File: src/rtl/upff_pkg.sv
// ----------------------------------------------------------------------------
// UDP port frame filter package
// Shared types, register indexes, status codes and protocol constants.
// ----------------------------------------------------------------------------
package upff_pkg;

	// Default frame capture limit in bytes.
	localparam int MAX_FRAME_DEF = 2048;

	// Depth of the result queue in front of the output channel.
	localparam int RES_DEPTH = 4;

	// Configuration port widths.
	localparam int CFG_IDX_W  = 1;
	localparam int CFG_DATA_W = 16;

	// Configuration register indexes.
	localparam logic [CFG_IDX_W-1:0] REG_LISTEN_PORT = 1'b0;
	localparam logic [CFG_IDX_W-1:0] REG_BUFFER_SIZE = 1'b1;

	// Register reset values.
	localparam logic [15:0] LISTEN_PORT_RST = 16'd5000;
	localparam logic [11:0] BUFFER_SIZE_RST = 12'd2048;

	// Protocol constants.
	localparam logic [15:0] ETHERTYPE_IPV4 = 16'h0800;
	localparam logic [7:0]  PROTO_UDP      = 8'h11;
	localparam logic [3:0]  IHL_MASK       = 4'hF;
	localparam int          MIN_FRAME_LEN  = 42;
	localparam int          UDP_HDR_LEN    = 8;
	localparam int          ETH_HDR_LEN    = 14;
	localparam int          MAX_PAY_INDEX  = 2046;

	// Frame byte positions of the fixed header fields.
	localparam int POS_ETYPE_HI = 12;
	localparam int POS_ETYPE_LO = 13;
	localparam int POS_IHL      = 14;
	localparam int POS_PROTO    = 23;

	// Offsets inside the UDP header.
	localparam int UDP_DPORT_HI = 2;
	localparam int UDP_DPORT_LO = 3;
	localparam int UDP_LEN_HI   = 4;
	localparam int UDP_LEN_LO   = 5;

	typedef enum logic {
		RK_PAYLOAD = 1'b0,
		RK_VERDICT = 1'b1
	} kind_t;

	typedef enum logic [2:0] {
		ST_ACCEPTED  = 3'd0,
		ST_SHORT     = 3'd1,
		ST_NOT_IPV4  = 3'd2,
		ST_NOT_UDP   = 3'd3,
		ST_HDR_CUT   = 3'd4,
		ST_PORT      = 3'd5,
		ST_LENGTH    = 3'd6,
		ST_TRUNCATED = 3'd7
	} status_t;

	// One result item as held in the output queue.
	typedef struct packed {
		kind_t       kind;
		logic [7:0]  data;
		logic [10:0] index;
		status_t     status;
		logic [10:0] plen;
	} result_t;

endpackage

File: src/rtl/upff_if.sv
// ----------------------------------------------------------------------------
// UDP port frame filter channels
// Valid/ready channels for frame bytes, results and register writes.
// ----------------------------------------------------------------------------

// Frame byte channel.
interface upff_rx_if;
	logic       valid;
	logic       ready;
	logic [7:0] frame_byte;
	logic       frame_last;

	modport source (output valid, output frame_byte, output frame_last, input ready);
	modport sink (input valid, input frame_byte, input frame_last, output ready);
endinterface

// Result channel.
interface upff_res_if;
	logic        valid;
	logic        ready;
	logic        result_kind;
	logic [7:0]  data_byte;
	logic [10:0] byte_index;
	logic [2:0]  status;
	logic [10:0] payload_length;

	modport source (
		output valid, output result_kind, output data_byte, output byte_index,
		output status, output payload_length, input ready
	);
	modport sink (
		input valid, input result_kind, input data_byte, input byte_index,
		input status, input payload_length, output ready
	);
endinterface

// Register write channel.
interface upff_cfg_if;
	logic                             valid;
	logic                             ready;
	logic [upff_pkg::CFG_IDX_W-1:0]   index;
	logic [upff_pkg::CFG_DATA_W-1:0]  data;

	modport source (output valid, output index, output data, input ready);
	modport sink (input valid, input index, input data, output ready);
endinterface

File: src/rtl/udp_port_frame_filter.sv
// Results of a byte go into the result queue when the byte is accepted.
// One frame byte per cycle is taken while the input is ready; a final byte
// inside the payload window yields two results, drained through a four-entry
// result queue. The byte input is ready while the queue has room for two more
// results. Reset (arst_n low) clears the frame state and the queue and restores
// listen_port to 5000 and buffer_size to 2048.
// ----------------------------------------------------------------------------
// UDP port frame filter
// Tracks Ethernet/IPv4/UDP headers byte by byte, forwards payload bytes with
// their index and gives a verdict at the end of each frame.
// ----------------------------------------------------------------------------
module udp_port_frame_filter #(
	parameter int MAX_FRAME = upff_pkg::MAX_FRAME_DEF
) (
	input  logic              clk,
	input  logic              arst_n,
	upff_rx_if.sink           rx,
	upff_res_if.source        res,
	upff_cfg_if.sink          cfg
);
	import upff_pkg::*;

	localparam int CW = $clog2(MAX_FRAME + 1);
	localparam int SW = (CW + 1 > 18) ? CW + 1 : 18;
	localparam int PW = $clog2(RES_DEPTH);
	localparam int NW = $clog2(RES_DEPTH + 1);

	// Configuration registers.
	logic [15:0] listen_port_q;
	logic [11:0] buffer_size_q;

	// Per-frame state.
	logic [CW-1:0] byte_count_q;
	logic [15:0]   ether_type_q;
	logic [7:0]    protocol_byte_q;
	logic [5:0]    header_bytes_q;
	logic [15:0]   dest_port_q;
	logic [15:0]   udp_length_q;

	// Next frame state.
	logic [CW-1:0] byte_count_n;
	logic [15:0]   ether_type_n;
	logic [7:0]    protocol_byte_n;
	logic [5:0]    header_bytes_n;
	logic [15:0]   dest_port_n;
	logic [15:0]   udp_length_n;

	// Result queue.
	result_t       fifo_q [RES_DEPTH];
	logic [PW-1:0] wr_ptr_q;
	logic [PW-1:0] rd_ptr_q;
	logic [NW-1:0] count_q;

	logic          rx_fire;
	logic          pop;
	logic          active;
	logic [SW-1:0] pos_x;
	logic [SW-1:0] uo_x;
	logic [SW-1:0] po_x;
	logic [SW-1:0] pl_x;
	logic [SW-1:0] idx_x;
	logic [15:0]   pl;
	logic          emit;
	logic [SW-1:0] uo_n_x;
	logic [SW-1:0] len_x;
	logic          len_ok;
	status_t       verdict;
	logic [10:0]   plen;
	result_t       pay_res;
	result_t       ver_res;
	logic [1:0]    push_cnt;

	assign rx_fire   = rx.valid & rx.ready;
	assign pop       = res.valid & res.ready;
	assign cfg.ready = 1'b1;

	// Header offsets of the frame in progress.
	assign active = byte_count_q < CW'(MAX_FRAME);
	assign pos_x  = SW'(byte_count_q);
	assign uo_x   = SW'(ETH_HDR_LEN) + SW'(header_bytes_q);
	assign po_x   = uo_x + SW'(UDP_HDR_LEN);
	assign pl     = (udp_length_q > 16'(UDP_HDR_LEN)) ? udp_length_q - 16'(UDP_HDR_LEN) : '0;
	assign pl_x   = SW'(pl);
	assign idx_x  = pos_x - po_x;

	// Header capture for the current byte.
	always_comb begin
		byte_count_n    = byte_count_q;
		ether_type_n    = ether_type_q;
		protocol_byte_n = protocol_byte_q;
		header_bytes_n  = header_bytes_q;
		dest_port_n     = dest_port_q;
		udp_length_n    = udp_length_q;
		if (active) begin
			byte_count_n = byte_count_q + CW'(1);
			if (pos_x == SW'(POS_ETYPE_HI)) begin
				ether_type_n = {rx.frame_byte, ether_type_q[7:0]};
			end
			if (pos_x == SW'(POS_ETYPE_LO)) begin
				ether_type_n = {ether_type_q[15:8], rx.frame_byte};
			end
			if (pos_x == SW'(POS_IHL)) begin
				header_bytes_n = {rx.frame_byte[3:0] & IHL_MASK, 2'b00};
			end
			if (pos_x == SW'(POS_PROTO)) begin
				protocol_byte_n = rx.frame_byte;
			end
			if (pos_x > SW'(POS_IHL)) begin
				if (pos_x == uo_x + SW'(UDP_DPORT_HI)) begin
					dest_port_n = {rx.frame_byte, dest_port_q[7:0]};
				end
				if (pos_x == uo_x + SW'(UDP_DPORT_LO)) begin
					dest_port_n = {dest_port_q[15:8], rx.frame_byte};
				end
				if (pos_x == uo_x + SW'(UDP_LEN_HI)) begin
					udp_length_n = {rx.frame_byte, udp_length_q[7:0]};
				end
				if (pos_x == uo_x + SW'(UDP_LEN_LO)) begin
					udp_length_n = {udp_length_q[15:8], rx.frame_byte};
				end
			end
		end
	end

	// A byte inside the payload window is forwarded.
	assign emit = active && (pos_x >= po_x) && (idx_x < pl_x) && (idx_x <= SW'(MAX_PAY_INDEX));

	// End-of-frame verdict, judged on the state including this byte.
	assign uo_n_x = SW'(ETH_HDR_LEN) + SW'(header_bytes_n);
	assign len_x  = SW'(byte_count_n);
	assign len_ok = (udp_length_n > 16'(UDP_HDR_LEN)) &&
		(SW'(udp_length_n) < SW'(buffer_size_q) + SW'(UDP_HDR_LEN));
	assign plen   = 11'(udp_length_n - 16'(UDP_HDR_LEN));

	always_comb begin
		if (len_x < SW'(MIN_FRAME_LEN)) begin
			verdict = ST_SHORT;
		end else if (ether_type_n != ETHERTYPE_IPV4) begin
			verdict = ST_NOT_IPV4;
		end else if (protocol_byte_n != PROTO_UDP) begin
			verdict = ST_NOT_UDP;
		end else if (uo_n_x + SW'(UDP_HDR_LEN) > len_x) begin
			verdict = ST_HDR_CUT;
		end else if (dest_port_n != listen_port_q) begin
			verdict = ST_PORT;
		end else if (!len_ok) begin
			verdict = ST_LENGTH;
		end else if (uo_n_x + SW'(udp_length_n) > len_x) begin
			verdict = ST_TRUNCATED;
		end else begin
			verdict = ST_ACCEPTED;
		end
	end

	// Result items for the current byte.
	always_comb begin
		pay_res        = '0;
		pay_res.kind   = RK_PAYLOAD;
		pay_res.data   = rx.frame_byte;
		pay_res.index  = idx_x[10:0];
		pay_res.status = ST_ACCEPTED;
		ver_res        = '0;
		ver_res.kind   = RK_VERDICT;
		ver_res.status = verdict;
		ver_res.plen   = (verdict == ST_ACCEPTED) ? plen : '0;
	end

	assign push_cnt = rx_fire ? (2'(emit) + 2'(rx.frame_last)) : 2'd0;

	// Configuration registers.
	always_ff @(posedge clk or negedge arst_n) begin
		if (!arst_n) begin
			listen_port_q <= LISTEN_PORT_RST;
			buffer_size_q <= BUFFER_SIZE_RST;
		end else if (cfg.valid) begin
			case (cfg.index)
				REG_LISTEN_PORT: listen_port_q <= cfg.data;
				REG_BUFFER_SIZE: buffer_size_q <= cfg.data[11:0];
				default: ;
			endcase
		end
	end

	// Frame state; cleared after each verdict.
	always_ff @(posedge clk or negedge arst_n) begin
		if (!arst_n) begin
			byte_count_q    <= '0;
			ether_type_q    <= '0;
			protocol_byte_q <= '0;
			header_bytes_q  <= '0;
			dest_port_q     <= '0;
			udp_length_q    <= '0;
		end else if (rx_fire) begin
			if (rx.frame_last) begin
				byte_count_q    <= '0;
				ether_type_q    <= '0;
				protocol_byte_q <= '0;
				header_bytes_q  <= '0;
				dest_port_q     <= '0;
				udp_length_q    <= '0;
			end else begin
				byte_count_q    <= byte_count_n;
				ether_type_q    <= ether_type_n;
				protocol_byte_q <= protocol_byte_n;
				header_bytes_q  <= header_bytes_n;
				dest_port_q     <= dest_port_n;
				udp_length_q    <= udp_length_n;
			end
		end
	end

	// Result queue storage; the payload byte goes in ahead of the verdict.
	always_ff @(posedge clk) begin
		if (rx_fire) begin
			if (emit && rx.frame_last) begin
				fifo_q[wr_ptr_q]          <= pay_res;
				fifo_q[wr_ptr_q + PW'(1)] <= ver_res;
			end else if (emit) begin
				fifo_q[wr_ptr_q] <= pay_res;
			end else if (rx.frame_last) begin
				fifo_q[wr_ptr_q] <= ver_res;
			end
		end
	end

	// Result queue pointers and fill count.
	always_ff @(posedge clk or negedge arst_n) begin
		if (!arst_n) begin
			wr_ptr_q <= '0;
			rd_ptr_q <= '0;
			count_q  <= '0;
		end else begin
			wr_ptr_q <= wr_ptr_q + PW'(push_cnt);
			rd_ptr_q <= rd_ptr_q + PW'(pop);
			count_q  <= count_q + NW'(push_cnt) - NW'(pop);
		end
	end

	// Channel outputs.
	assign rx.ready           = count_q <= NW'(RES_DEPTH - 2);
	assign res.valid          = count_q != '0;
	assign res.result_kind    = fifo_q[rd_ptr_q].kind;
	assign res.data_byte      = fifo_q[rd_ptr_q].data;
	assign res.byte_index     = fifo_q[rd_ptr_q].index;
	assign res.status         = fifo_q[rd_ptr_q].status;
	assign res.payload_length = fifo_q[rd_ptr_q].plen;

`ifndef SYNTHESIS
	// The queue never holds more results than it has entries.
	a_count_bound: assert property (@(posedge clk) disable iff (!arst_n)
		count_q <= NW'(RES_DEPTH))
		else $error("result queue overflow");

	// A byte is only taken while two result slots are free.
	a_ready_room: assert property (@(posedge clk) disable iff (!arst_n)
		rx.ready |-> (count_q <= NW'(RES_DEPTH - 2)))
		else $error("byte accepted without queue room");

	// The frame byte count is cleared after a verdict.
	a_clear_after_last: assert property (@(posedge clk) disable iff (!arst_n)
		(rx_fire && rx.frame_last) |=> (byte_count_q == '0))
		else $error("frame state not cleared after verdict");

	// The counted length saturates at the frame limit.
	a_count_sat: assert property (@(posedge clk) disable iff (!arst_n)
		byte_count_q <= CW'(MAX_FRAME))
		else $error("byte count beyond frame limit");

	// A popped item leaves the fill count lower unless new items came in.
	a_pop_count: assert property (@(posedge clk) disable iff (!arst_n)
		(pop && !rx_fire) |=> (count_q == $past(count_q) - NW'(1)))
		else $error("queue count did not drop on pop");
`endif

endmodule

File: src/flat_wrapper.sv
// flat-port wrapper written by rule: the top's interface ports become plain ports
module udp_port_frame_filter_flat import upff_pkg::*;
#(
	parameter int MAX_FRAME = upff_pkg::MAX_FRAME_DEF
)
  (clk, arst_n, rx_valid, rx_frame_byte, rx_frame_last, rx_ready, res_valid, res_result_kind, res_data_byte, res_byte_index, res_status, res_payload_length, res_ready, cfg_valid, cfg_index, cfg_data, cfg_ready);
  upff_rx_if rx_i ();
  upff_res_if res_i ();
  upff_cfg_if cfg_i ();
  input  logic clk;
  input  logic arst_n;
  input wire logic [$bits(rx_i.valid)-1:0] rx_valid;
  input wire logic [$bits(rx_i.frame_byte)-1:0] rx_frame_byte;
  input wire logic [$bits(rx_i.frame_last)-1:0] rx_frame_last;
  output wire logic [$bits(rx_i.ready)-1:0] rx_ready;
  output wire logic [$bits(res_i.valid)-1:0] res_valid;
  output wire logic [$bits(res_i.result_kind)-1:0] res_result_kind;
  output wire logic [$bits(res_i.data_byte)-1:0] res_data_byte;
  output wire logic [$bits(res_i.byte_index)-1:0] res_byte_index;
  output wire logic [$bits(res_i.status)-1:0] res_status;
  output wire logic [$bits(res_i.payload_length)-1:0] res_payload_length;
  input wire logic [$bits(res_i.ready)-1:0] res_ready;
  input wire logic [$bits(cfg_i.valid)-1:0] cfg_valid;
  input wire logic [$bits(cfg_i.index)-1:0] cfg_index;
  input wire logic [$bits(cfg_i.data)-1:0] cfg_data;
  output wire logic [$bits(cfg_i.ready)-1:0] cfg_ready;
  assign rx_i.valid = rx_valid;
  assign rx_i.frame_byte = rx_frame_byte;
  assign rx_i.frame_last = rx_frame_last;
  assign rx_ready = rx_i.ready;
  assign res_valid = res_i.valid;
  assign res_result_kind = res_i.result_kind;
  assign res_data_byte = res_i.data_byte;
  assign res_byte_index = res_i.byte_index;
  assign res_status = res_i.status;
  assign res_payload_length = res_i.payload_length;
  assign res_i.ready = res_ready;
  assign cfg_i.valid = cfg_valid;
  assign cfg_i.index = cfg_index;
  assign cfg_i.data = cfg_data;
  assign cfg_ready = cfg_i.ready;
  udp_port_frame_filter #(.MAX_FRAME(MAX_FRAME)) u_core (.clk(clk), .arst_n(arst_n), .rx(rx_i), .res(res_i), .cfg(cfg_i));
endmodule
File: config.mk
export PLATFORM = sky130hd
export DESIGN_NAME = udp_port_frame_filter_flat
export DESIGN_NICKNAME = d
export VERILOG_FILES = /design/src/rtl/upff_pkg.sv /design/src/rtl/upff_if.sv /design/src/rtl/udp_port_frame_filter.sv /design/src/flat_wrapper.sv
export SDC_FILE = /design/constraint.sdc
export NUM_CORES = 1
export LEC_CHECK = 0
export BUFFER_PORTS_ARGS = -buffer_cell sky130_fd_sc_hd__buf_4
export CORE_ASPECT_RATIO = 0.5
export CORE_MARGIN = 2
export CORE_UTILIZATION = 40
export DETAILED_ROUTE_END_ITERATION = 10
export HOLD_SLACK_MARGIN = 0.15
export PLACE_DENSITY = 0.56
export SLEW_MARGIN = 20
export SYNTH_ARGS = -nofsm -noshare
export SYNTH_HDL_FRONTEND = slang
export SYNTH_SLANG_ARGS = --single-unit
File: constraint.sdc
create_clock -name clk -period 6.4 [get_ports clk]
set_input_delay 0.64 -clock clk [delete_from_list [all_inputs] [get_ports clk]]
set_output_delay 0.64 -clock clk [all_outputs]
set_load 0.02 [all_outputs]
Word-level counts from Yosys, hierarchy flattened
Memory sizes are Yosys's and may differ from the RTL's.
Index checks and enable logic that the tools add are counted.
Widths: inputs -> output; s select.
{ "classes": {"n_eq_ne": 11, "bitwise": 5, "muxes": 46, "addsub": 20, "n_reduce_logical": 9, "n_lt_le_gt_ge": 12} }
{ "op_table": {"columns": ["operator", "count"], "rows": [
  ["$mux 16", 15],
  ["$eq 12x18->1", 4],
  ["$mux 34", 2],
  ["$add 18x2->18 const B", 2],
  ["$add 18x3->18 const B", 2],
  ["$add 18x4->18 const B", 2],
  ["$eq 12x4->1 const B", 3],
  ["$gt 18x12->1", 2],
  ["$gt 16x4->1 const B", 2],
  ["$mux 12", 2],
  ["$mux 8", 3],
  ["$mux 3", 7],
  ["$ge 12x18->1", 1],
  ["$le 18x11->1 const B", 1],
  ["$lt 18x16->1", 1],
  ["$mux 6", 3],
  ["$sub 12x18->18", 1],
  ["$add 7x16->17", 1],
  ["$lt 16x13->1", 1],
  ["$ne 16x12->1 const B", 1],
  ["$ne 16x16->1", 1],
  ["$sub 16x4->16 const B", 1],
  ["$add 4x6->7 const A", 2],
  ["$add 12x4->13 const B", 1],
  ["24 further kinds", 42]
]} }
{ "word_totals": {"ramBits": 136, "inputBits": 31, "regBits": 109, "word_cells": 115, "out_inout_bits": 37, "mem_count": 1} }
{ "mem_list": {"columns": ["memory", "words", "word_bits", "read_ports", "rd_clocked_by_memory_dff", "wr", "line_no", "rtl"], "rows": [
  ["u_core.fifo_q", 4, 34, 1, 0, 2, "udp_port_frame_filter.sv:49", "result_t fifo_q [RES_DEPTH];"]
]} }

Logic depth before layout (Yosys ltp)
Gate-level depths: netlist of the first run.
{ "logic_depth": {"word_depth": 19, "mapped_depth": 34, "ltp_nobuf": 32} }

Worst setup path before layout of the first run
No wires, ideal clock.
{ "synth_timing": {"kind": "register -> register", "start": "reg u_core.header_bytes_q[1]", "end": "mem u_core.fifo_q[2][12] in the netlist's numbering (data pin)", "required_time_ns": 6.121, "n_path_buf": 1, "t_arrival_ns": 6.632, "setup_time_ns": 0.279, "path_slack_ns": -0.511, "path_stages_with_launch": 33, "synth_period_minus_slack_ns": 6.911, "cell_sequence": "dfrtp_1 inv_2 ha_1 buf_2 xor2_1 ha_1 inv_1 nor3_1 a21boi_0 xnor2_1 nor3_2 a21boi_0 inv_1 ha_1 inv_1 fa_1 nor2b_1 o21ai_0 a21boi_0 o21ai_0 a21oi_1 o21ai_0 xor2_1 ha_1 a21oi_1 nor2b_1 a2111oi_0 nor3_1 a211oi_1 nand4b_1 a21oi_1 nand2b_2 a211oi_1"} }
{ "synth_rtl": {"columns": ["element", "line_no", "rtl"], "rows": [
  ["from (decl)", "udp_port_frame_filter.sv:36", "logic [5:0] header_bytes_q;"],
  ["from (signal assigned)", "udp_port_frame_filter.sv:205", "header_bytes_q <= header_bytes_n;"],
  ["to (decl)", "udp_port_frame_filter.sv:49", null]
]} }

==> results of run 1 <==
## timing repair
item | 4_1_cts | 5_1_grt
buffers inserted | 2 | 0
setup endpoints to repair | 72 | 195
pin swaps | 2 | 5
hold endpoints to repair | 37 | 0
gates resized for setup | 10 | 52
hold buffers | 1 | 0
## per-layer routing
layer	up-vias	wire length (µm)	part of all wire, %	GRT usage [%]
met4	0	941	2.0	5.519
met2	424	21600	45	39.32
met3	73	3135	6.6	4.142
met5	-	0	0	0
li1	5884	-	-	-
met1	6324	22100	46	35.38
## logic make-up (layout without fill, tap and decap cells)
logic type	count (synthesis)	in the layout	synth area share, %
AO/OA/AOI/OAI	332	332	14.66
XOR/XNOR	101	101	6.149
adder cells (fa/ha/maj)	91	91	7.881
buffers and inverters	156	351	4.221
flip-flops	245	245	40.85
multiplexers	83	83	8.756
other	1	1	0.02545
AND/OR/NAND/NOR	522	522	17.46
## state kept, by name, indices dropped and copies added (netlist names)
register and count:
u_core.ether_type_q 16, u_core.rd_ptr_q 2, u_core.byte_count_q 12, u_core.udp_length_q 16, u_core.listen_port_q 16, u_core.header_bytes_q 6, u_core.buffer_size_q 12, u_core.protocol_byte_q 8
u_core.wr_ptr_q 2, u_core.fifo_q 136, u_core.dest_port_q 16, u_core.count_q 3
## final timing paths
| path | startpoint | slack, ns | endpoint | cells after the start |
|---|---|---|---|---|
| max | u_core.header_bytes_q[2] | 0.29 | u_core.fifo_q[2][12] | 25 |
| max in group asynchronous | arst_n | 4.32 | u_core.header_bytes_q[1] | 3 |
| max reg2reg | u_core.header_bytes_q[2] | 0.29 | u_core.fifo_q[2][12] | 25 |
| min reg2reg | u_core.fifo_q[0][33] | 0.45 | u_core.fifo_q[0][33] | 2 |
| min | cfg_data[13] | 0.30 | u_core.listen_port_q[13] | 3 |
| min in group asynchronous | arst_n | 0.66 | u_core.rd_ptr_q[0] | 2 |
## layout by cell type, fill, tap and decap left out, types with 6 or more instances in the layout
cell / synthesis / layout
sky130_fd_sc_hd__nor2b_1: 17 / 16
sky130_fd_sc_hd__buf_4: 1 / 223
sky130_fd_sc_hd__nand2_1: 178 / 177
sky130_fd_sc_hd__dfstp_2: 6 / 6
sky130_fd_sc_hd__buf_12: 0 / 6
sky130_fd_sc_hd__a22oi_1: 25 / 25
sky130_fd_sc_hd__o31ai_1: 11 / 10
sky130_fd_sc_hd__xor2_1: 51 / 50
sky130_fd_sc_hd__a22o_1: 29 / 29
sky130_fd_sc_hd__a211oi_1: 17 / 16
sky130_fd_sc_hd__or3_1: 14 / 13
sky130_fd_sc_hd__nand3_1: 48 / 47
sky130_fd_sc_hd__edfxtp_1: 56 / 56
sky130_fd_sc_hd__a21o_1: 15 / 15
sky130_fd_sc_hd__a21oi_1: 38 / 33
sky130_fd_sc_hd__nor4_1: 21 / 21
sky130_fd_sc_hd__dfrtp_1: 103 / 100
sky130_fd_sc_hd__o21ai_0: 124 / 116
sky130_fd_sc_hd__ha_1: 88 / 84
sky130_fd_sc_hd__nand4_1: 23 / 23
sky130_fd_sc_hd__xnor2_1: 48 / 43
sky130_fd_sc_hd__mux4_2: 34 / 34
sky130_fd_sc_hd__o22ai_1: 10 / 10
sky130_fd_sc_hd__clkbuf_16: 0 / 26
sky130_fd_sc_hd__and3_1: 12 / 12
sky130_fd_sc_hd__clkbuf_8: 0 / 6
sky130_fd_sc_hd__nor2_2: 0 / 6
sky130_fd_sc_hd__nand2b_1: 15 / 15
sky130_fd_sc_hd__nor3_1: 30 / 25
sky130_fd_sc_hd__o21ai_1: 6 / 14
sky130_fd_sc_hd__inv_1: 68 / 69
sky130_fd_sc_hd__mux2_2: 27 / 27
sky130_fd_sc_hd__nor2_1: 111 / 105
sky130_fd_sc_hd__dfxtp_1: 80 / 80
sky130_fd_sc_hd__a31oi_1: 8 / 7
sky130_fd_sc_hd__mux2i_1: 22 / 20
sky130_fd_sc_hd__and2_1: 12 / 11
sky130_fd_sc_hd__nor3_2: 2 / 6
## stage by stage
stage | setup WS, ns | hold slack (ns) | total power, mW | utilization (%)
detailed placement | -0.1545 | 0.4350 | 4.730 | 46.58
global placement | -0.02749 | 0.4283 | 4.645 | 46.58
finish | 0.2893 | 0.3006 | 6.262 | 49.73
floorplan | 0.02155 | 0.3444 | 3.795 | -
CTS | 0.002652 | 0.2815 | 6.265 | 49.17
global route | -0.1163 | 0.3042 | 6.621 | 49.73
## power by group through the flow
stage | logic [mW] | registers [mW] | clock network (mW)
after global placement | 2.36 | 2.28 | 0
after global routing | 2.67 | 2.34 | 1.61
final | 2.45 | 2.29 | 1.52
after CTS | 2.43 | 2.28 | 1.55
after floorplan | 1.63 | 2.16 | 0
after detailed placement | 2.42 | 2.31 | 0
## worst max-delay path: cells and delay by family (launching register included)
kind	cells	cell delay, ns
AO/OA/AOI/OAI	9	1.80
AND/OR/NAND/NOR	4	1.28
buffers and inverters	6	1.02
multiplexers	1	0.38
adder cells (fa/ha/maj)	3	0.76
XOR/XNOR	2	0.31
flip-flops	1	0.39
## final cells by class
cell class	instances	area share [%]
multi-input cells	1130	46.68
inverters	73	1.526
clock inverters	10	0.5434
flip-flops and latches	245	33.54
repair buffers	232	10.17
well taps	484	3.372
clock buffers	36	4.166
==> report_table.html, run 1 <==
<table>
<tr><th>Metric</th><th>Value</th></tr>
<tr><th colspan="2">Drt</th></tr>
<tr><td>Detailed Route WL</td><td>around 48,000 µm</td></tr>
<tr><td>Starting DRT DRC Count</td><td>between 1,000 and 1,500</td></tr>
<tr><td>Average wire per cell in the routed design</td><td>approximately 22 µm</td></tr>
<tr><td>DRC viols</td><td>0</td></tr>
<tr><td>Via count normalized by instance count</td><td>between 5 and 6</td></tr>
<tr><td>Antenna-violating nets left</td><td>0</td></tr>
<tr><td>Total iterations of the first detailed-routing run</td><td>7</td></tr>
<tr><td>DR vias</td><td>around 13,000</td></tr>
<tr><th colspan="2">Clock tree</th></tr>
<tr><td>Later-pin clock latency in the skew report</td><td>0.56 ns</td></tr>
<tr><td>Clock-pin transition on the worst setup and hold timing paths</td><td>roughly 0.060 ns</td></tr>
<tr><td># clock sinks</td><td>roughly 250</td></tr>
<tr><td>Root Buffer Master</td><td>sky130_fd_sc_hd__clkbuf_16</td></tr>
<tr><td>Worst-case clock buffer depth</td><td>3</td></tr>
<tr><td>Number of CTS-inserted buffers</td><td>25</td></tr>
<tr><td>Clock H-tree levels</td><td>1</td></tr>
<tr><td>TritonCTS clock tree</td><td>yes</td></tr>
<tr><th colspan="2">Setup path</th></tr>
<tr><td>Category of the worst setup path capture point</td><td>flip-flop</td></tr>
<tr><td>Cell with the largest stage delay on the worst path</td><td>sky130_fd_sc_hd__o221ai_1</td></tr>
<tr><td>Worst Path Class, Setup</td><td>reg2reg</td></tr>
<tr><td>Arrival time at the worst endpoint</td><td>~6.5 ns</td></tr>
<tr><td>Cell occurring most often along the worst timing path</td><td>sky130_fd_sc_hd__buf_4</td></tr>
<tr><td>Highest net fanout along the worst path</td><td>11</td></tr>
<tr><td>Largest incremental delay on the critical path</td><td>approximately 0.55 ns</td></tr>
<tr><td>Crit start category</td><td>flip-flop</td></tr>
<tr><td>Data required, critical path</td><td>a little under 7 ns</td></tr>
<tr><th colspan="2">Logic synthesis</th></tr>
<tr><td>Most frequent cell after synthesis</td><td>sky130_fd_sc_hd__nand2_1</td></tr>
<tr><td>Synth async-reset ratio</td><td>between 40% and 50%</td></tr>
<tr><td>Synth top area share</td><td>roughly 17%</td></tr>
<tr><td>Count of different cell masters after synthesis</td><td>89</td></tr>
<tr><td>Cell area after synthesis</td><td>around 15,000 µm²</td></tr>
<tr><td>Cell types occupying the most area after synthesis</td><td>sky130_fd_sc_hd__dfrtp_1, sky130_fd_sc_hd__edfxtp_1, sky130_fd_sc_hd__dfxtp_1</td></tr>
<tr><td>Area leader, netlist</td><td>sky130_fd_sc_hd__dfrtp_1</td></tr>
<tr><td>Number of synthesized flops with an enable pin</td><td>56</td></tr>
<tr><td>Synthesized instance count</td><td>approximately 1,500</td></tr>
<tr><td>Main synth FF type</td><td>sky130_fd_sc_hd__dfrtp_1</td></tr>
<tr><td>Post-synth top cells</td><td>sky130_fd_sc_hd__nand2_1, sky130_fd_sc_hd__o21ai_0, sky130_fd_sc_hd__nor2_1</td></tr>
<tr><td>Total of flip-flops plus latches after synthesis</td><td>between 200 and 250</td></tr>
<tr><td>Synthesized Nets</td><td>~1,700</td></tr>
<tr><td>Warnings, synthesis</td><td>0</td></tr>
<tr><td>Register area share after synthesis</td><td>just over 40%</td></tr>
<tr><td>Mean Syn Cell Area</td><td>9.623 µm²</td></tr>
<tr><th colspan="2">Die</th></tr>
<tr><td>Starting density of the core</td><td>between 40% and 50%</td></tr>
<tr><td>Die Y</td><td>between 100 and 150 µm</td></tr>
<tr><td>Top Ports</td><td>68</td></tr>
<tr><td>Die Outline Area</td><td>between 30,000 and 40,000 µm²</td></tr>
<tr><td>Core area</td><td>approximately 36,000 µm²</td></tr>
<tr><td>Die Span X</td><td>~280 µm</td></tr>
<tr><td>Row count</td><td>around 50</td></tr>
<tr><th colspan="2">Power</th></tr>
<tr><td>Maximum resistive drop on vdd</td><td>around 0.21 mV</td></tr>
<tr><td>Part of the power in registers</td><td>36.6%</td></tr>
<tr><td>Power spent charging and discharging nets</td><td>2.304 mW</td></tr>
<tr><td>Relative contribution of combinational cells to total power</td><td>roughly two fifths</td></tr>
<tr><td>Int Power</td><td>roughly 4 mW</td></tr>
<tr><td>Net switching fraction of the power</td><td>36.79%</td></tr>
<tr><td>Clock share of power</td><td>24.3%</td></tr>
<tr><td>Power Density</td><td>roughly 350 nW/µm²</td></tr>
<tr><td>Static power due to leakage</td><td>7.676 nW</td></tr>
<tr><th colspan="2">Placed design</th></tr>
<tr><td>Area post-placement</td><td>roughly 17,000 µm²</td></tr>
<tr><td>Global placer's final weighted congestion</td><td>between 0.9 and 1</td></tr>
<tr><td>Post-detailed-placement half-perimeter wirelength</td><td>~36,000 µm</td></tr>
<tr><td>Placed cell count</td><td>2,161</td></tr>
<tr><td>Count of port buffers added during placement</td><td>66</td></tr>
<tr><th colspan="2">STA</th></tr>
<tr><td>Clock Skew</td><td>about 0.016 ns</td></tr>
<tr><td>Final cycle utilization of the critical path</td><td>95.48%</td></tr>
<tr><td>Final hold violation count</td><td>0</td></tr>
<tr><td>Slew at the pin closest to its max-slew limit</td><td>1.121 ns</td></tr>
<tr><td>Final setup violation count</td><td>0</td></tr>
<tr><td>Post-route minimum period</td><td>between 6 and 7 ns</td></tr>
<tr><td>Slew margin rel.</td><td>approximately 25%</td></tr>
<tr><td>RSZ-0062 raised after global routing</td><td>true</td></tr>
<tr><td>Number of pins with negative max-slew slack in the final report</td><td>0</td></tr>
<tr><td>Timing-limited maximum frequency</td><td>163.6 MHz</td></tr>
<tr><td>Sum of negative setup slack</td><td>0 ns</td></tr>
<tr><th colspan="2">Global routing</th></tr>
<tr><td>Pin count of the biggest net entering global routing</td><td>73</td></tr>
<tr><td>First-pass GRT wire length</td><td>73,500 µm</td></tr>
<tr><td>Via count of the first global-routing pass</td><td>approximately 12,000</td></tr>
<tr><td>Global-route congestion overflow total</td><td>0</td></tr>
<tr><td>Total track usage</td><td>24.78%</td></tr>
<tr><td>Number of antenna violations at the first check in global routing</td><td>0</td></tr>
<tr><th colspan="2">Final layout</th></tr>
<tr><td>Number of standard cells in the layout, taps in and fillers out</td><td>approximately 2,200</td></tr>
<tr><td>Layout Area Growth over Synthesis</td><td>21.90%</td></tr>
<tr><td>Total of fill cells in the finished design</td><td>roughly 3,300</td></tr>
<tr><td>Antenna diode instance count</td><td>0</td></tr>
<tr><td>Post-Layout Inst Area</td><td>approximately 18,000 µm²</td></tr>
<tr><td>Multi-input combinational cell area</td><td>around 8400 µm²</td></tr>
<tr><td>Final-stage net count</td><td>1,829</td></tr>
<tr><td>Register area</td><td>6025 µm²</td></tr>
<tr><td>Proportion of layout cells with a drive suffix above 1</td><td>between 20% and 30%</td></tr>
<tr><th colspan="2">Worst hold path</th></tr>
<tr><td>Class of the most critical hold timing path</td><td>in2reg</td></tr>
<tr><th colspan="2">Run</th></tr>
<tr><td>Max-Cap Viols</td><td>0</td></tr>
<tr><th colspan="2">Status</th></tr>
<tr><td>Run status</td><td>completed</td></tr>
</table>
Note: power is estimated with default switching activity, not from simulation.
==> run 2: changes to the inputs <==
--- a/config.mk
+++ b/config.mk
@@ -9,6 +9,7 @@
 export CORE_ASPECT_RATIO = 0.5
 export CORE_MARGIN = 2
 export CORE_UTILIZATION = 40
+export CTS_BUF_LIST = sky130_fd_sc_hd__clkbuf_2 sky130_fd_sc_hd__clkbuf_4 sky130_fd_sc_hd__clkbuf_8
 export DETAILED_ROUTE_END_ITERATION = 10
 export HOLD_SLACK_MARGIN = 0.15
 export PLACE_DENSITY = 0.56
==> run 2 against run 1 <==
  * The flow now finishes with violations (DRC)
  * Sequential power hardly changed
  * Routed wire length grew 2.5%
  * Clock skew up 0.022 ns
  * Global-route usage grew 0.31 points
  * Clock power up 15%
  * Hold slack got worse by 0.024 ns
  * Final area increased by 2.5%
  * Clock-buffer cell count is 27 higher
  * Worst setup slack improved by 0.027 ns
  * Utilization grew 1.3 points
  * Critical path depth unchanged
  * Cell count grew 1.8%
  * Largest power group unchanged
==> report_table.html, run 2 (synthesized netlist as in run 1, its figures left out) <==
<table>
<tr><th>Metric</th><th>Value</th></tr>
<tr><th colspan="2">Status</th></tr>
<tr><td>Run status</td><td>complete, but fails checks (was completed)</td></tr>
<tr><td>Failing checks</td><td>DRC</td></tr>
<tr><th colspan="2">Drt</th></tr>
<tr><td>Total iterations of the first detailed-routing run</td><td>8 (was 7)</td></tr>
<tr><td>Antenna-violating nets left</td><td>0 (unchanged)</td></tr>
<tr><td>DRC viols</td><td>1 (was 0)</td></tr>
<tr><td>DR vias</td><td>12,897 (was 12,705)</td></tr>
<tr><td>Starting DRT DRC Count</td><td>1,176 (was 1,231)</td></tr>
<tr><td>Detailed Route WL</td><td>48,990 µm (was 47,780 µm)</td></tr>
<tr><td>Via count normalized by instance count</td><td>5.735 (was 5.749)</td></tr>
<tr><td>Average wire per cell in the routed design</td><td>21.78 µm (was 21.62 µm)</td></tr>
<tr><th colspan="2">Power</th></tr>
<tr><td>Net switching fraction of the power</td><td>36.23% (was 36.79%)</td></tr>
<tr><td>Power spent charging and discharging nets</td><td>2.365 mW (was 2.304 mW)</td></tr>
<tr><td>Maximum resistive drop on vdd</td><td>0.2015 mV (was 0.2063 mV)</td></tr>
<tr><td>Static power due to leakage</td><td>7.820 nW (was 7.676 nW)</td></tr>
<tr><td>Part of the power in registers</td><td>35.2% (was 36.6%)</td></tr>
<tr><td>Relative contribution of combinational cells to total power</td><td>38.0% (was 39.1%)</td></tr>
<tr><td>Power Density</td><td>354.4 nW/µm² (was 348.7 nW/µm²)</td></tr>
<tr><td>Clock share of power</td><td>26.8% (was 24.3%)</td></tr>
<tr><td>Int Power</td><td>4.162 mW (was 3.959 mW)</td></tr>
<tr><th colspan="2">Final layout</th></tr>
<tr><td>Final-stage net count</td><td>1,855 (was 1,829)</td></tr>
<tr><td>Antenna diode instance count</td><td>0 (unchanged)</td></tr>
<tr><td>Number of standard cells in the layout, taps in and fillers out</td><td>2,249 (was 2,210)</td></tr>
<tr><td>Flip-flop count of the largest register after layout</td><td>136 (unchanged)</td></tr>
<tr><td>Proportion of layout cells with a drive suffix above 1</td><td>28.10% (was 23.99%)</td></tr>
<tr><td>Total of fill cells in the finished design</td><td>3,294 (was 3,325)</td></tr>
<tr><td>Most frequent cells in the layout</td><td>sky130_fd_sc_hd__buf_4, sky130_fd_sc_hd__nand2_1, sky130_fd_sc_hd__o21ai_0, sky130_fd_sc_hd__dfrtp_1, sky130_fd_sc_hd__ha_1 (was sky130_fd_sc_hd__buf_4, sky130_fd_sc_hd__nand2_1, sky130_fd_sc_hd__o21ai_0, sky130_fd_sc_hd__nor2_1, sky130_fd_sc_hd__dfrtp_1)</td></tr>
<tr><td>Register bank with the most flops</td><td>u_core.fifo_q (unchanged)</td></tr>
<tr><td>Post-Layout Inst Area</td><td>18,420 µm² (was 17,960 µm²)</td></tr>
<tr><td>Layout Area Growth over Synthesis</td><td>25.00% (was 21.90%)</td></tr>
<tr><td>Commonest non-fill, non-tap cell in the layout</td><td>sky130_fd_sc_hd__buf_4 (unchanged)</td></tr>
<tr><th colspan="2">Setup path</th></tr>
<tr><td>Category of the worst setup path capture point</td><td>flip-flop (unchanged)</td></tr>
<tr><td>Largest incremental delay on the critical path</td><td>0.54 ns (was 0.55 ns)</td></tr>
<tr><td>Arrival time at the worst endpoint</td><td>6.49 ns (about the same)</td></tr>
<tr><td>Crit start category</td><td>flip-flop (unchanged)</td></tr>
<tr><td>Worst Path Class, Setup</td><td>reg2reg (unchanged)</td></tr>
<tr><td>Cell with the largest stage delay on the worst path</td><td>sky130_fd_sc_hd__or4_4 (was sky130_fd_sc_hd__o221ai_1)</td></tr>
<tr><td>Crit path max-delay family</td><td>compound AO/OA/AOI/OAI gates (unchanged)</td></tr>
<tr><td>Highest net fanout along the worst path</td><td>11 (unchanged)</td></tr>
<tr><td>Combined buffer and inverter count along the critical path</td><td>6 (unchanged)</td></tr>
<tr><td>Data required, critical path</td><td>6.81 ns (was 6.78 ns)</td></tr>
<tr><td>Cell occurring most often along the worst timing path</td><td>sky130_fd_sc_hd__buf_4 (unchanged)</td></tr>
<tr><th colspan="2">Die</th></tr>
<tr><td>Starting density of the core</td><td>40.80% (unchanged)</td></tr>
<tr><td>Die Span X</td><td>275.4 µm (unchanged)</td></tr>
<tr><td>Die Y</td><td>139.7 µm (unchanged)</td></tr>
<tr><td>Die Outline Area</td><td>38,480 µm² (unchanged)</td></tr>
<tr><td>Row count</td><td>49 (unchanged)</td></tr>
<tr><td>Top Ports</td><td>68 (unchanged)</td></tr>
<tr><td>Core area</td><td>36,110 µm² (unchanged)</td></tr>
<tr><th colspan="2">Clock tree</th></tr>
<tr><td>TritonCTS clock tree</td><td>yes (unchanged)</td></tr>
<tr><td># clock sinks</td><td>245 (unchanged)</td></tr>
<tr><td>Worst-case clock buffer depth</td><td>3 (unchanged)</td></tr>
<tr><td>Clock-pin transition on the worst setup and hold timing paths</td><td>0.08 ns (was 0.06 ns)</td></tr>
<tr><td>Root Buffer Master</td><td>sky130_fd_sc_hd__clkbuf_8 (was sky130_fd_sc_hd__clkbuf_16)</td></tr>
<tr><td>Later-pin clock latency in the skew report</td><td>0.59 ns (was 0.56 ns)</td></tr>
<tr><td>Clock H-tree levels</td><td>2 (was 1)</td></tr>
<tr><td>Number of CTS-inserted buffers</td><td>42 (was 25)</td></tr>
<tr><th colspan="2">Global routing</th></tr>
<tr><td>Total track usage</td><td>25.09% (was 24.78%)</td></tr>
<tr><td>Pin count of the biggest net entering global routing</td><td>73 (unchanged)</td></tr>
<tr><td>Global-route congestion overflow total</td><td>0 (unchanged)</td></tr>
<tr><td>Number of antenna violations at the first check in global routing</td><td>1 (was 0)</td></tr>
<tr><td>Via count of the first global-routing pass</td><td>12,746 (was 12,442)</td></tr>
<tr><td>First-pass GRT wire length</td><td>74,270 µm (was 73,500 µm)</td></tr>
<tr><th colspan="2">STA</th></tr>
<tr><td>Clock Skew</td><td>0.03777 ns (was 0.01580 ns)</td></tr>
<tr><td>Slew at the pin closest to its max-slew limit</td><td>1.323 ns (was 1.121 ns)</td></tr>
<tr><td>Number of pins with negative max-slew slack in the final report</td><td>0 (unchanged)</td></tr>
<tr><td>WHS</td><td>0.2768 ns (was 0.3006 ns)</td></tr>
<tr><td>Final setup violation count</td><td>0 (unchanged)</td></tr>
<tr><td>Slew margin rel.</td><td>11.42% (was 25.04%)</td></tr>
<tr><td>Fin worst setup slack</td><td>0.3158 ns (was 0.2893 ns)</td></tr>
<tr><td>Final hold violation count</td><td>0 (unchanged)</td></tr>
<tr><td>Post-route minimum period</td><td>6.084 ns (was 6.111 ns)</td></tr>
<tr><td>Final cycle utilization of the critical path</td><td>95.07% (was 95.48%)</td></tr>
<tr><td>Timing-limited maximum frequency</td><td>164.4 MHz (was 163.6 MHz)</td></tr>
<tr><th colspan="2">Run</th></tr>
<tr><td>Max-Cap Viols</td><td>0 (unchanged)</td></tr>
<tr><th colspan="2">Placed design</th></tr>
<tr><td>Post-detailed-placement half-perimeter wirelength</td><td>35,620 µm (unchanged)</td></tr>
<tr><td>Area post-placement</td><td>16,820 µm² (unchanged)</td></tr>
<tr><td>Global placer's final weighted congestion</td><td>0.9348 (unchanged)</td></tr>
<tr><td>Count of port buffers added during placement</td><td>66 (unchanged)</td></tr>
<tr><td>Pre-CTS setup slack</td><td>-0.1545 ns (unchanged)</td></tr>
<tr><td>Placed cell count</td><td>2,161 (unchanged)</td></tr>
<tr><th colspan="2">Worst hold path</th></tr>
<tr><td>Class of the most critical hold timing path</td><td>in2reg (unchanged)</td></tr>
</table>
## run 2: power groups by stage
stage	registers (mW)	logic, mW	clock network [mW]
global route	2.34	2.70	1.86
floorplan	2.16	1.63	0
CTS	2.29	2.43	1.78
finish	2.29	2.48	1.75
detailed placement	2.31	2.42	0
global placement	2.28	2.36	0
## run 2: worst paths after layout
path	start	end	slack, ns	cells past startpoint
min in group asynchronous	arst_n	u_core.rd_ptr_q[0]	0.62	2
max in group asynchronous	arst_n	u_core.header_bytes_q[1]	4.32	3
worst min-delay path	cfg_data[15]	u_core.listen_port_q[15]	0.28	3
worst max-delay path	u_core.header_bytes_q[2]	u_core.fifo_q[2][12]	0.32	25
worst min register to register	u_core.fifo_q[1][20]	u_core.fifo_q[1][20]	0.45	2
worst max register to register	u_core.header_bytes_q[2]	u_core.fifo_q[2][12]	0.32	25
## run 2: per-stage QoR
stage | power, mW | util, % | setup TNS (ns)
5_1_grt | 6.895 | 51.00 | -0.01519
3_3_place_gp | 4.645 | 46.58 | -0.1261
6_report | 6.527 | 51.00 | 0
3_5_place_dp | 4.730 | 46.58 | -6.475
4_1_cts | 6.497 | 49.69 | 0
2_1_floorplan | 3.795 | - | 0
## run 2: layout make-up
class / count / area [µm²] / share of cell area [%]
sequential: 245 / 6025 / 32.71
timing repair buffer: 237 / 1878 / 10.20
clock inverter: 13 / 235.2 / 1.277
clock buffer: 63 / 798.3 / 4.335
tap: 484 / 605.6 / 3.288
multi-input combinational: 1134 / 8601 / 46.70
inverter: 73 / 274.0 / 1.488
## run 2: worst reg2reg max path, cell delays in order, from the launching register on
cell	delay, ns
sky130_fd_sc_hd__dfrtp_1	0.36
sky130_fd_sc_hd__inv_1	0.09
sky130_fd_sc_hd__ha_4	0.19
sky130_fd_sc_hd__xor2_2	0.15
sky130_fd_sc_hd__buf_4	0.16
sky130_fd_sc_hd__ha_1	0.31
sky130_fd_sc_hd__xnor2_1	0.14
sky130_fd_sc_hd__nand3b_1	0.12
sky130_fd_sc_hd__or3_1	0.43
sky130_fd_sc_hd__or4_4	0.54
sky130_fd_sc_hd__a21oi_2	0.14
sky130_fd_sc_hd__buf_4	0.24
sky130_fd_sc_hd__mux2i_1	0.37
sky130_fd_sc_hd__inv_1	0.15
sky130_fd_sc_hd__ha_1	0.33
sky130_fd_sc_hd__a21o_1	0.12
sky130_fd_sc_hd__a21o_1	0.15
sky130_fd_sc_hd__a41o_1	0.11
sky130_fd_sc_hd__o311ai_0	0.14
sky130_fd_sc_hd__buf_4	0.17
sky130_fd_sc_hd__a211o_1	0.26
sky130_fd_sc_hd__o221ai_1	0.54
sky130_fd_sc_hd__a21oi_4	0.12
sky130_fd_sc_hd__buf_12	0.19
sky130_fd_sc_hd__nand2b_4	0.15
sky130_fd_sc_hd__a211oi_1	0.28
## run 2: timing repair
action	in CTS	in global routing
resized for setup	10	97
gates cloned	0	5
pin swaps	2	17
setup buffers	2	4
endpoints found under the hold margin	37	0
hold buffers	1	0
setup endpoints to repair	66	195
## run 2: metal layers
layer / part of all wire (%) / global-route usage [%]
met1: 45 / 34.81
met2: 45 / 39.16
met3: 8.0 / 5.764
met4: 1.9 / 7.055
met5: 0 / 0
==> run 3: changes to the inputs <==
--- a/config.mk
+++ b/config.mk
@@ -5,6 +5,7 @@
 export SDC_FILE = /design/constraint.sdc
 export NUM_CORES = 1
 export LEC_CHECK = 0
+export ABC_AREA = 1
 export BUFFER_PORTS_ARGS = -buffer_cell sky130_fd_sc_hd__buf_4
 export CORE_ASPECT_RATIO = 0.5
 export CORE_MARGIN = 2
==> run 3 against run 2 <==
  * The flow now finishes without violations
  * First-iteration DRC count is 4.5% higher
  * Clock-buffer cell count is 1 lower
  * Worst setup slack better by 0.060 ns
  * Via count rose by 6.1%
  * Final area decreased by 4.9%
  * Utilization shrank 4.3 points
  * Critical endpoint is now u_core.fifo_q[2][0]
  * Largest power group unchanged
==> report_table.html, run 3 <==
<table>
<tr><th>Metric</th><th>Value</th></tr>
<tr><th colspan="2">Status</th></tr>
<tr><td>Run status</td><td>completed (was complete, but fails checks)</td></tr>
<tr><th colspan="2">STA</th></tr>
<tr><td>Clock Skew</td><td>0.02262 ns (was 0.03777 ns)</td></tr>
<tr><td>Final setup violation count</td><td>0 (unchanged)</td></tr>
<tr><td>Final hold violation count</td><td>0 (unchanged)</td></tr>
<tr><td>Final cycle utilization of the critical path</td><td>94.13% (was 95.07%)</td></tr>
<tr><td>Timing-limited maximum frequency</td><td>166.0 MHz (was 164.4 MHz)</td></tr>
<tr><td>Sum of negative setup slack</td><td>0 ns (unchanged)</td></tr>
<tr><td>RSZ-0062 raised after global routing</td><td>false</td></tr>
<tr><td>Post-route minimum period</td><td>6.025 ns (was 6.084 ns)</td></tr>
<tr><td>Number of pins with negative max-slew slack in the final report</td><td>0 (unchanged)</td></tr>
<tr><td>WHS</td><td>0.3107 ns (was 0.2768 ns)</td></tr>
<tr><td>Slew at the pin closest to its max-slew limit</td><td>0.8877 ns (was 1.323 ns)</td></tr>
<tr><td>Slew margin rel.</td><td>40.82% (was 11.42%)</td></tr>
<tr><th colspan="2">Power</th></tr>
<tr><td>Overall power</td><td>11.00 mW (was 6.527 mW)</td></tr>
<tr><td>Maximum resistive drop on vdd</td><td>0.2747 mV (was 0.2015 mV)</td></tr>
<tr><td>Static power due to leakage</td><td>8.056 nW (was 7.820 nW)</td></tr>
<tr><td>Power Density</td><td>627.9 nW/µm² (was 354.4 nW/µm²)</td></tr>
<tr><th colspan="2">Logic synthesis</th></tr>
<tr><td>Total of flip-flops plus latches after synthesis</td><td>245 (unchanged)</td></tr>
<tr><td>Synth top area share</td><td>16.90% (was 17.49%)</td></tr>
<tr><td>Cell types occupying the most area after synthesis</td><td>sky130_fd_sc_hd__dfrtp_1, sky130_fd_sc_hd__edfxtp_1, sky130_fd_sc_hd__dfxtp_1 (unchanged)</td></tr>
<tr><td>Count of different cell masters after synthesis</td><td>56 (was 89)</td></tr>
<tr><td>Warnings, synthesis</td><td>0 (unchanged)</td></tr>
<tr><td>Cell area after synthesis</td><td>15,250 µm² (was 14,730 µm²)</td></tr>
<tr><td>Mean Syn Cell Area</td><td>7.647 µm² (was 9.623 µm²)</td></tr>
<tr><td>Number of synthesized flops with an enable pin</td><td>56 (unchanged)</td></tr>
<tr><td>Main synth FF type</td><td>sky130_fd_sc_hd__dfrtp_1 (unchanged)</td></tr>
<tr><td>Most frequent cell after synthesis</td><td>sky130_fd_sc_hd__nand2_1 (unchanged)</td></tr>
<tr><td>Area leader, netlist</td><td>sky130_fd_sc_hd__dfrtp_1 (unchanged)</td></tr>
<tr><td>Synthesized Nets</td><td>2,116 (was 1,653)</td></tr>
<tr><td>Synth async-reset ratio</td><td>44.49% (unchanged)</td></tr>
<tr><td>Post-synth top cells</td><td>sky130_fd_sc_hd__nand2_1, sky130_fd_sc_hd__inv_1, sky130_fd_sc_hd__nor2_1 (was sky130_fd_sc_hd__nand2_1, sky130_fd_sc_hd__o21ai_0, sky130_fd_sc_hd__nor2_1)</td></tr>
<tr><td>Register area share after synthesis</td><td>39.47% (was 40.85%)</td></tr>
<tr><td>Synthesized instance count</td><td>1,994 (was 1,531)</td></tr>
<tr><th colspan="2">Clock tree</th></tr>
<tr><td>Later-pin clock latency in the skew report</td><td>0.58 ns (was 0.59 ns)</td></tr>
<tr><td>Number of CTS-inserted buffers</td><td>41 (was 42)</td></tr>
<tr><td>TritonCTS clock tree</td><td>yes (unchanged)</td></tr>
<tr><td>Root Buffer Master</td><td>sky130_fd_sc_hd__clkbuf_8 (unchanged)</td></tr>
<tr><td># clock sinks</td><td>245 (unchanged)</td></tr>
<tr><td>Worst-case clock buffer depth</td><td>3 (unchanged)</td></tr>
<tr><td>Clock H-tree levels</td><td>2 (unchanged)</td></tr>
<tr><td>Clock-pin transition on the worst setup and hold timing paths</td><td>0.06 ns (was 0.08 ns)</td></tr>
<tr><th colspan="2">Final layout</th></tr>
<tr><td>Total of fill cells in the finished design</td><td>3,745 (was 3,294)</td></tr>
<tr><td>Layout Area Growth over Synthesis</td><td>14.85% (was 25.00%)</td></tr>
<tr><td>Antenna diode instance count</td><td>0 (unchanged)</td></tr>
<tr><td>Final-stage net count</td><td>2,206 (was 1,855)</td></tr>
<tr><td>Number of standard cells in the layout, taps in and fillers out</td><td>2,608 (was 2,249)</td></tr>
<tr><td>Register bank with the most flops</td><td>u_core.fifo_q (unchanged)</td></tr>
<tr><td>Commonest non-fill, non-tap cell in the layout</td><td>sky130_fd_sc_hd__nand2_1 (was sky130_fd_sc_hd__buf_4)</td></tr>
<tr><td>Share of the core filled with cells in the final layout</td><td>46.73% (was 51.00%)</td></tr>
<tr><td>Proportion of layout cells with a drive suffix above 1</td><td>14.43% (was 28.10%)</td></tr>
<tr><td>Flip-flop count of the largest register after layout</td><td>136 (unchanged)</td></tr>
<tr><td>Most frequent cells in the layout</td><td>sky130_fd_sc_hd__nand2_1, sky130_fd_sc_hd__inv_1, sky130_fd_sc_hd__nor2_1, sky130_fd_sc_hd__o21ai_0 (was sky130_fd_sc_hd__buf_4, sky130_fd_sc_hd__nand2_1, sky130_fd_sc_hd__o21ai_0, sky130_fd_sc_hd__dfrtp_1, sky130_fd_sc_hd__ha_1)</td></tr>
<tr><th colspan="2">Drt</th></tr>
<tr><td>WL met2</td><td>20,600 µm (was 22,210 µm)</td></tr>
<tr><td>Met3 routed wirelength</td><td>3213 µm (was 3903 µm)</td></tr>
<tr><td>Antenna-violating nets left</td><td>0 (unchanged)</td></tr>
<tr><td>DRC viols</td><td>0 (was 1)</td></tr>
<tr><td>Average wire per cell in the routed design</td><td>18.44 µm (was 21.78 µm)</td></tr>
<tr><td>Via count normalized by instance count</td><td>5.247 (was 5.735)</td></tr>
<tr><td>Met1 Routed Length</td><td>23,360 µm (was 21,940 µm)</td></tr>
<tr><td>DR vias</td><td>13,684 (was 12,897)</td></tr>
<tr><td>Starting DRT DRC Count</td><td>1,229 (was 1,176)</td></tr>
<tr><td>Highest metal layer used by the detailed router</td><td>met4 (unchanged)</td></tr>
<tr><td>Detailed Route WL</td><td>48,100 µm (was 48,990 µm)</td></tr>
<tr><td>Total iterations of the first detailed-routing run</td><td>5 (was 8)</td></tr>
<tr><th colspan="2">Worst hold path</th></tr>
<tr><td>Class of the most critical hold timing path</td><td>in2reg (unchanged)</td></tr>
<tr><th colspan="2">Die</th></tr>
<tr><td>Die Y</td><td>142.1 µm (was 139.7 µm)</td></tr>
<tr><td>Die Span X</td><td>280.1 µm (was 275.4 µm)</td></tr>
<tr><td>Die Outline Area</td><td>39,790 µm² (was 38,480 µm²)</td></tr>
<tr><td>Row count</td><td>50 (was 49)</td></tr>
<tr><td>Top Ports</td><td>68 (unchanged)</td></tr>
<tr><td>Core area</td><td>37,470 µm² (was 36,110 µm²)</td></tr>
<tr><td>Starting density of the core</td><td>40.69% (was 40.80%)</td></tr>
<tr><th colspan="2">Setup path</th></tr>
<tr><td>Cell with the largest stage delay on the worst path</td><td>sky130_fd_sc_hd__dfrtp_1 (was sky130_fd_sc_hd__or4_4)</td></tr>
<tr><td>Highest net fanout along the worst path</td><td>7 (was 11)</td></tr>
<tr><td>Cell occurring most often along the worst timing path</td><td>sky130_fd_sc_hd__nand2_1 (was sky130_fd_sc_hd__buf_4)</td></tr>
<tr><td>Data required, critical path</td><td>6.83 ns (was 6.81 ns)</td></tr>
<tr><td>Category of the worst setup path capture point</td><td>flip-flop (unchanged)</td></tr>
<tr><td>Arrival time at the worst endpoint</td><td>6.45 ns (was 6.49 ns)</td></tr>
<tr><td>Worst Path Class, Setup</td><td>reg2reg (unchanged)</td></tr>
<tr><td>Crit start category</td><td>flip-flop (unchanged)</td></tr>
<tr><td>Largest incremental delay on the critical path</td><td>0.46 ns (was 0.54 ns)</td></tr>
<tr><th colspan="2">Placed design</th></tr>
<tr><td>Global placer's final weighted congestion</td><td>0.9843 (was 0.9348)</td></tr>
<tr><td>Placed cell count</td><td>2,530 (was 2,161)</td></tr>
<tr><td>Post-detailed-placement half-perimeter wirelength</td><td>33,880 µm (was 35,620 µm)</td></tr>
<tr><td>Count of port buffers added during placement</td><td>66 (unchanged)</td></tr>
<tr><th colspan="2">Run</th></tr>
<tr><td>Max-Cap Viols</td><td>0 (unchanged)</td></tr>
<tr><th colspan="2">Global routing</th></tr>
<tr><td>Pin count of the biggest net entering global routing</td><td>87 (was 73)</td></tr>
<tr><td>Via count of the first global-routing pass</td><td>12,955 (was 12,746)</td></tr>
<tr><td>Number of antenna violations at the first check in global routing</td><td>0 (was 1)</td></tr>
<tr><td>Total track usage</td><td>24.29% (was 25.09%)</td></tr>
<tr><td>First-pass GRT wire length</td><td>74,990 µm (was 74,270 µm)</td></tr>
<tr><td>Global-route congestion overflow total</td><td>0 (unchanged)</td></tr>
</table>
run 3: repair_timing:
item                       in CTS  in global routing
hold buffers                    1                  0
setup endpoints to repair       0                 83
hold endpoints to repair       43                  0
gates resized for setup         0                 24
buffers inserted                0                  2
run 3: critical path, delay by kind of cell, from the launching register on:
kind / cells / cell delay (ns)
and+or+nand+nor: 19 / 2.40
AOI/OAI and AO/OA: 10 / 1.42
adders and majority gates: 3 / 0.82
buffers and inverters: 6 / 0.63
DFF: 1 / 0.46
xor gates and xnor gates: 1 / 0.16
run 3: final timing paths:
kind	endpoint	start	cells after the start	slack, ns
min in group asynchronous	u_core.rd_ptr_q[1]	arst_n	2	0.64
max in group asynchronous	u_core.header_bytes_q[1]	arst_n	3	4.42
min reg2reg	u_core.fifo_q[2][33]	u_core.fifo_q[2][33]	2	0.45
max reg2reg	u_core.fifo_q[2][0]	u_core.header_bytes_q[3]	39	0.38
min	u_core.listen_port_q[15]	cfg_data[15]	2	0.31
max	u_core.fifo_q[2][0]	u_core.header_bytes_q[3]	39	0.38
run 3: per-layer routing:
metal,global-route usage [%],up-vias
met2,37.10,386
met3,4.383,61
li1,-,6796
met1,35.45,6441
met4,5.995,0
met5,0,-
run 3: final cells by class:
cell class,instances,area [µm²],area share (%)
clock inverters,11,95.09,0.5430
well taps,494,618.1,3.530
clock buffers,62,790.8,4.516
flip-flops and latches,245,6018,34.37
repair buffers,125,999.7,5.709
multi-input cells,1377,7886,45.03
inverters,294,1104,6.302
run 3: through the flow:
stage               setup slack [ns]  area (µm²)
CTS                           0.1588       17390
floorplan                     0.5902       15250
finish                        0.3755       17510
global placement              0.3525       16490
global route                0.003434       17510
detailed placement            0.1566       16490
run 3: cell families after synthesis:
family                     synth area share (%)
and+or+nand+nor                           23.11
AOI/OAI and AO/OA                         16.24
buffers and inverters                     9.511
DFF                                       39.47
adders and majority gates                 7.615
xor gates and xnor gates                  3.955
other                                   0.02459
muxes                                   0.07385
run 3: where the power goes:
part	switching, mW	internal [mW]	total, mW
logic	4.59	2.53	7.12
clock network	0.689	0.834	1.52
registers	0.286	2.07	2.35
total	5.57	5.43	11.0
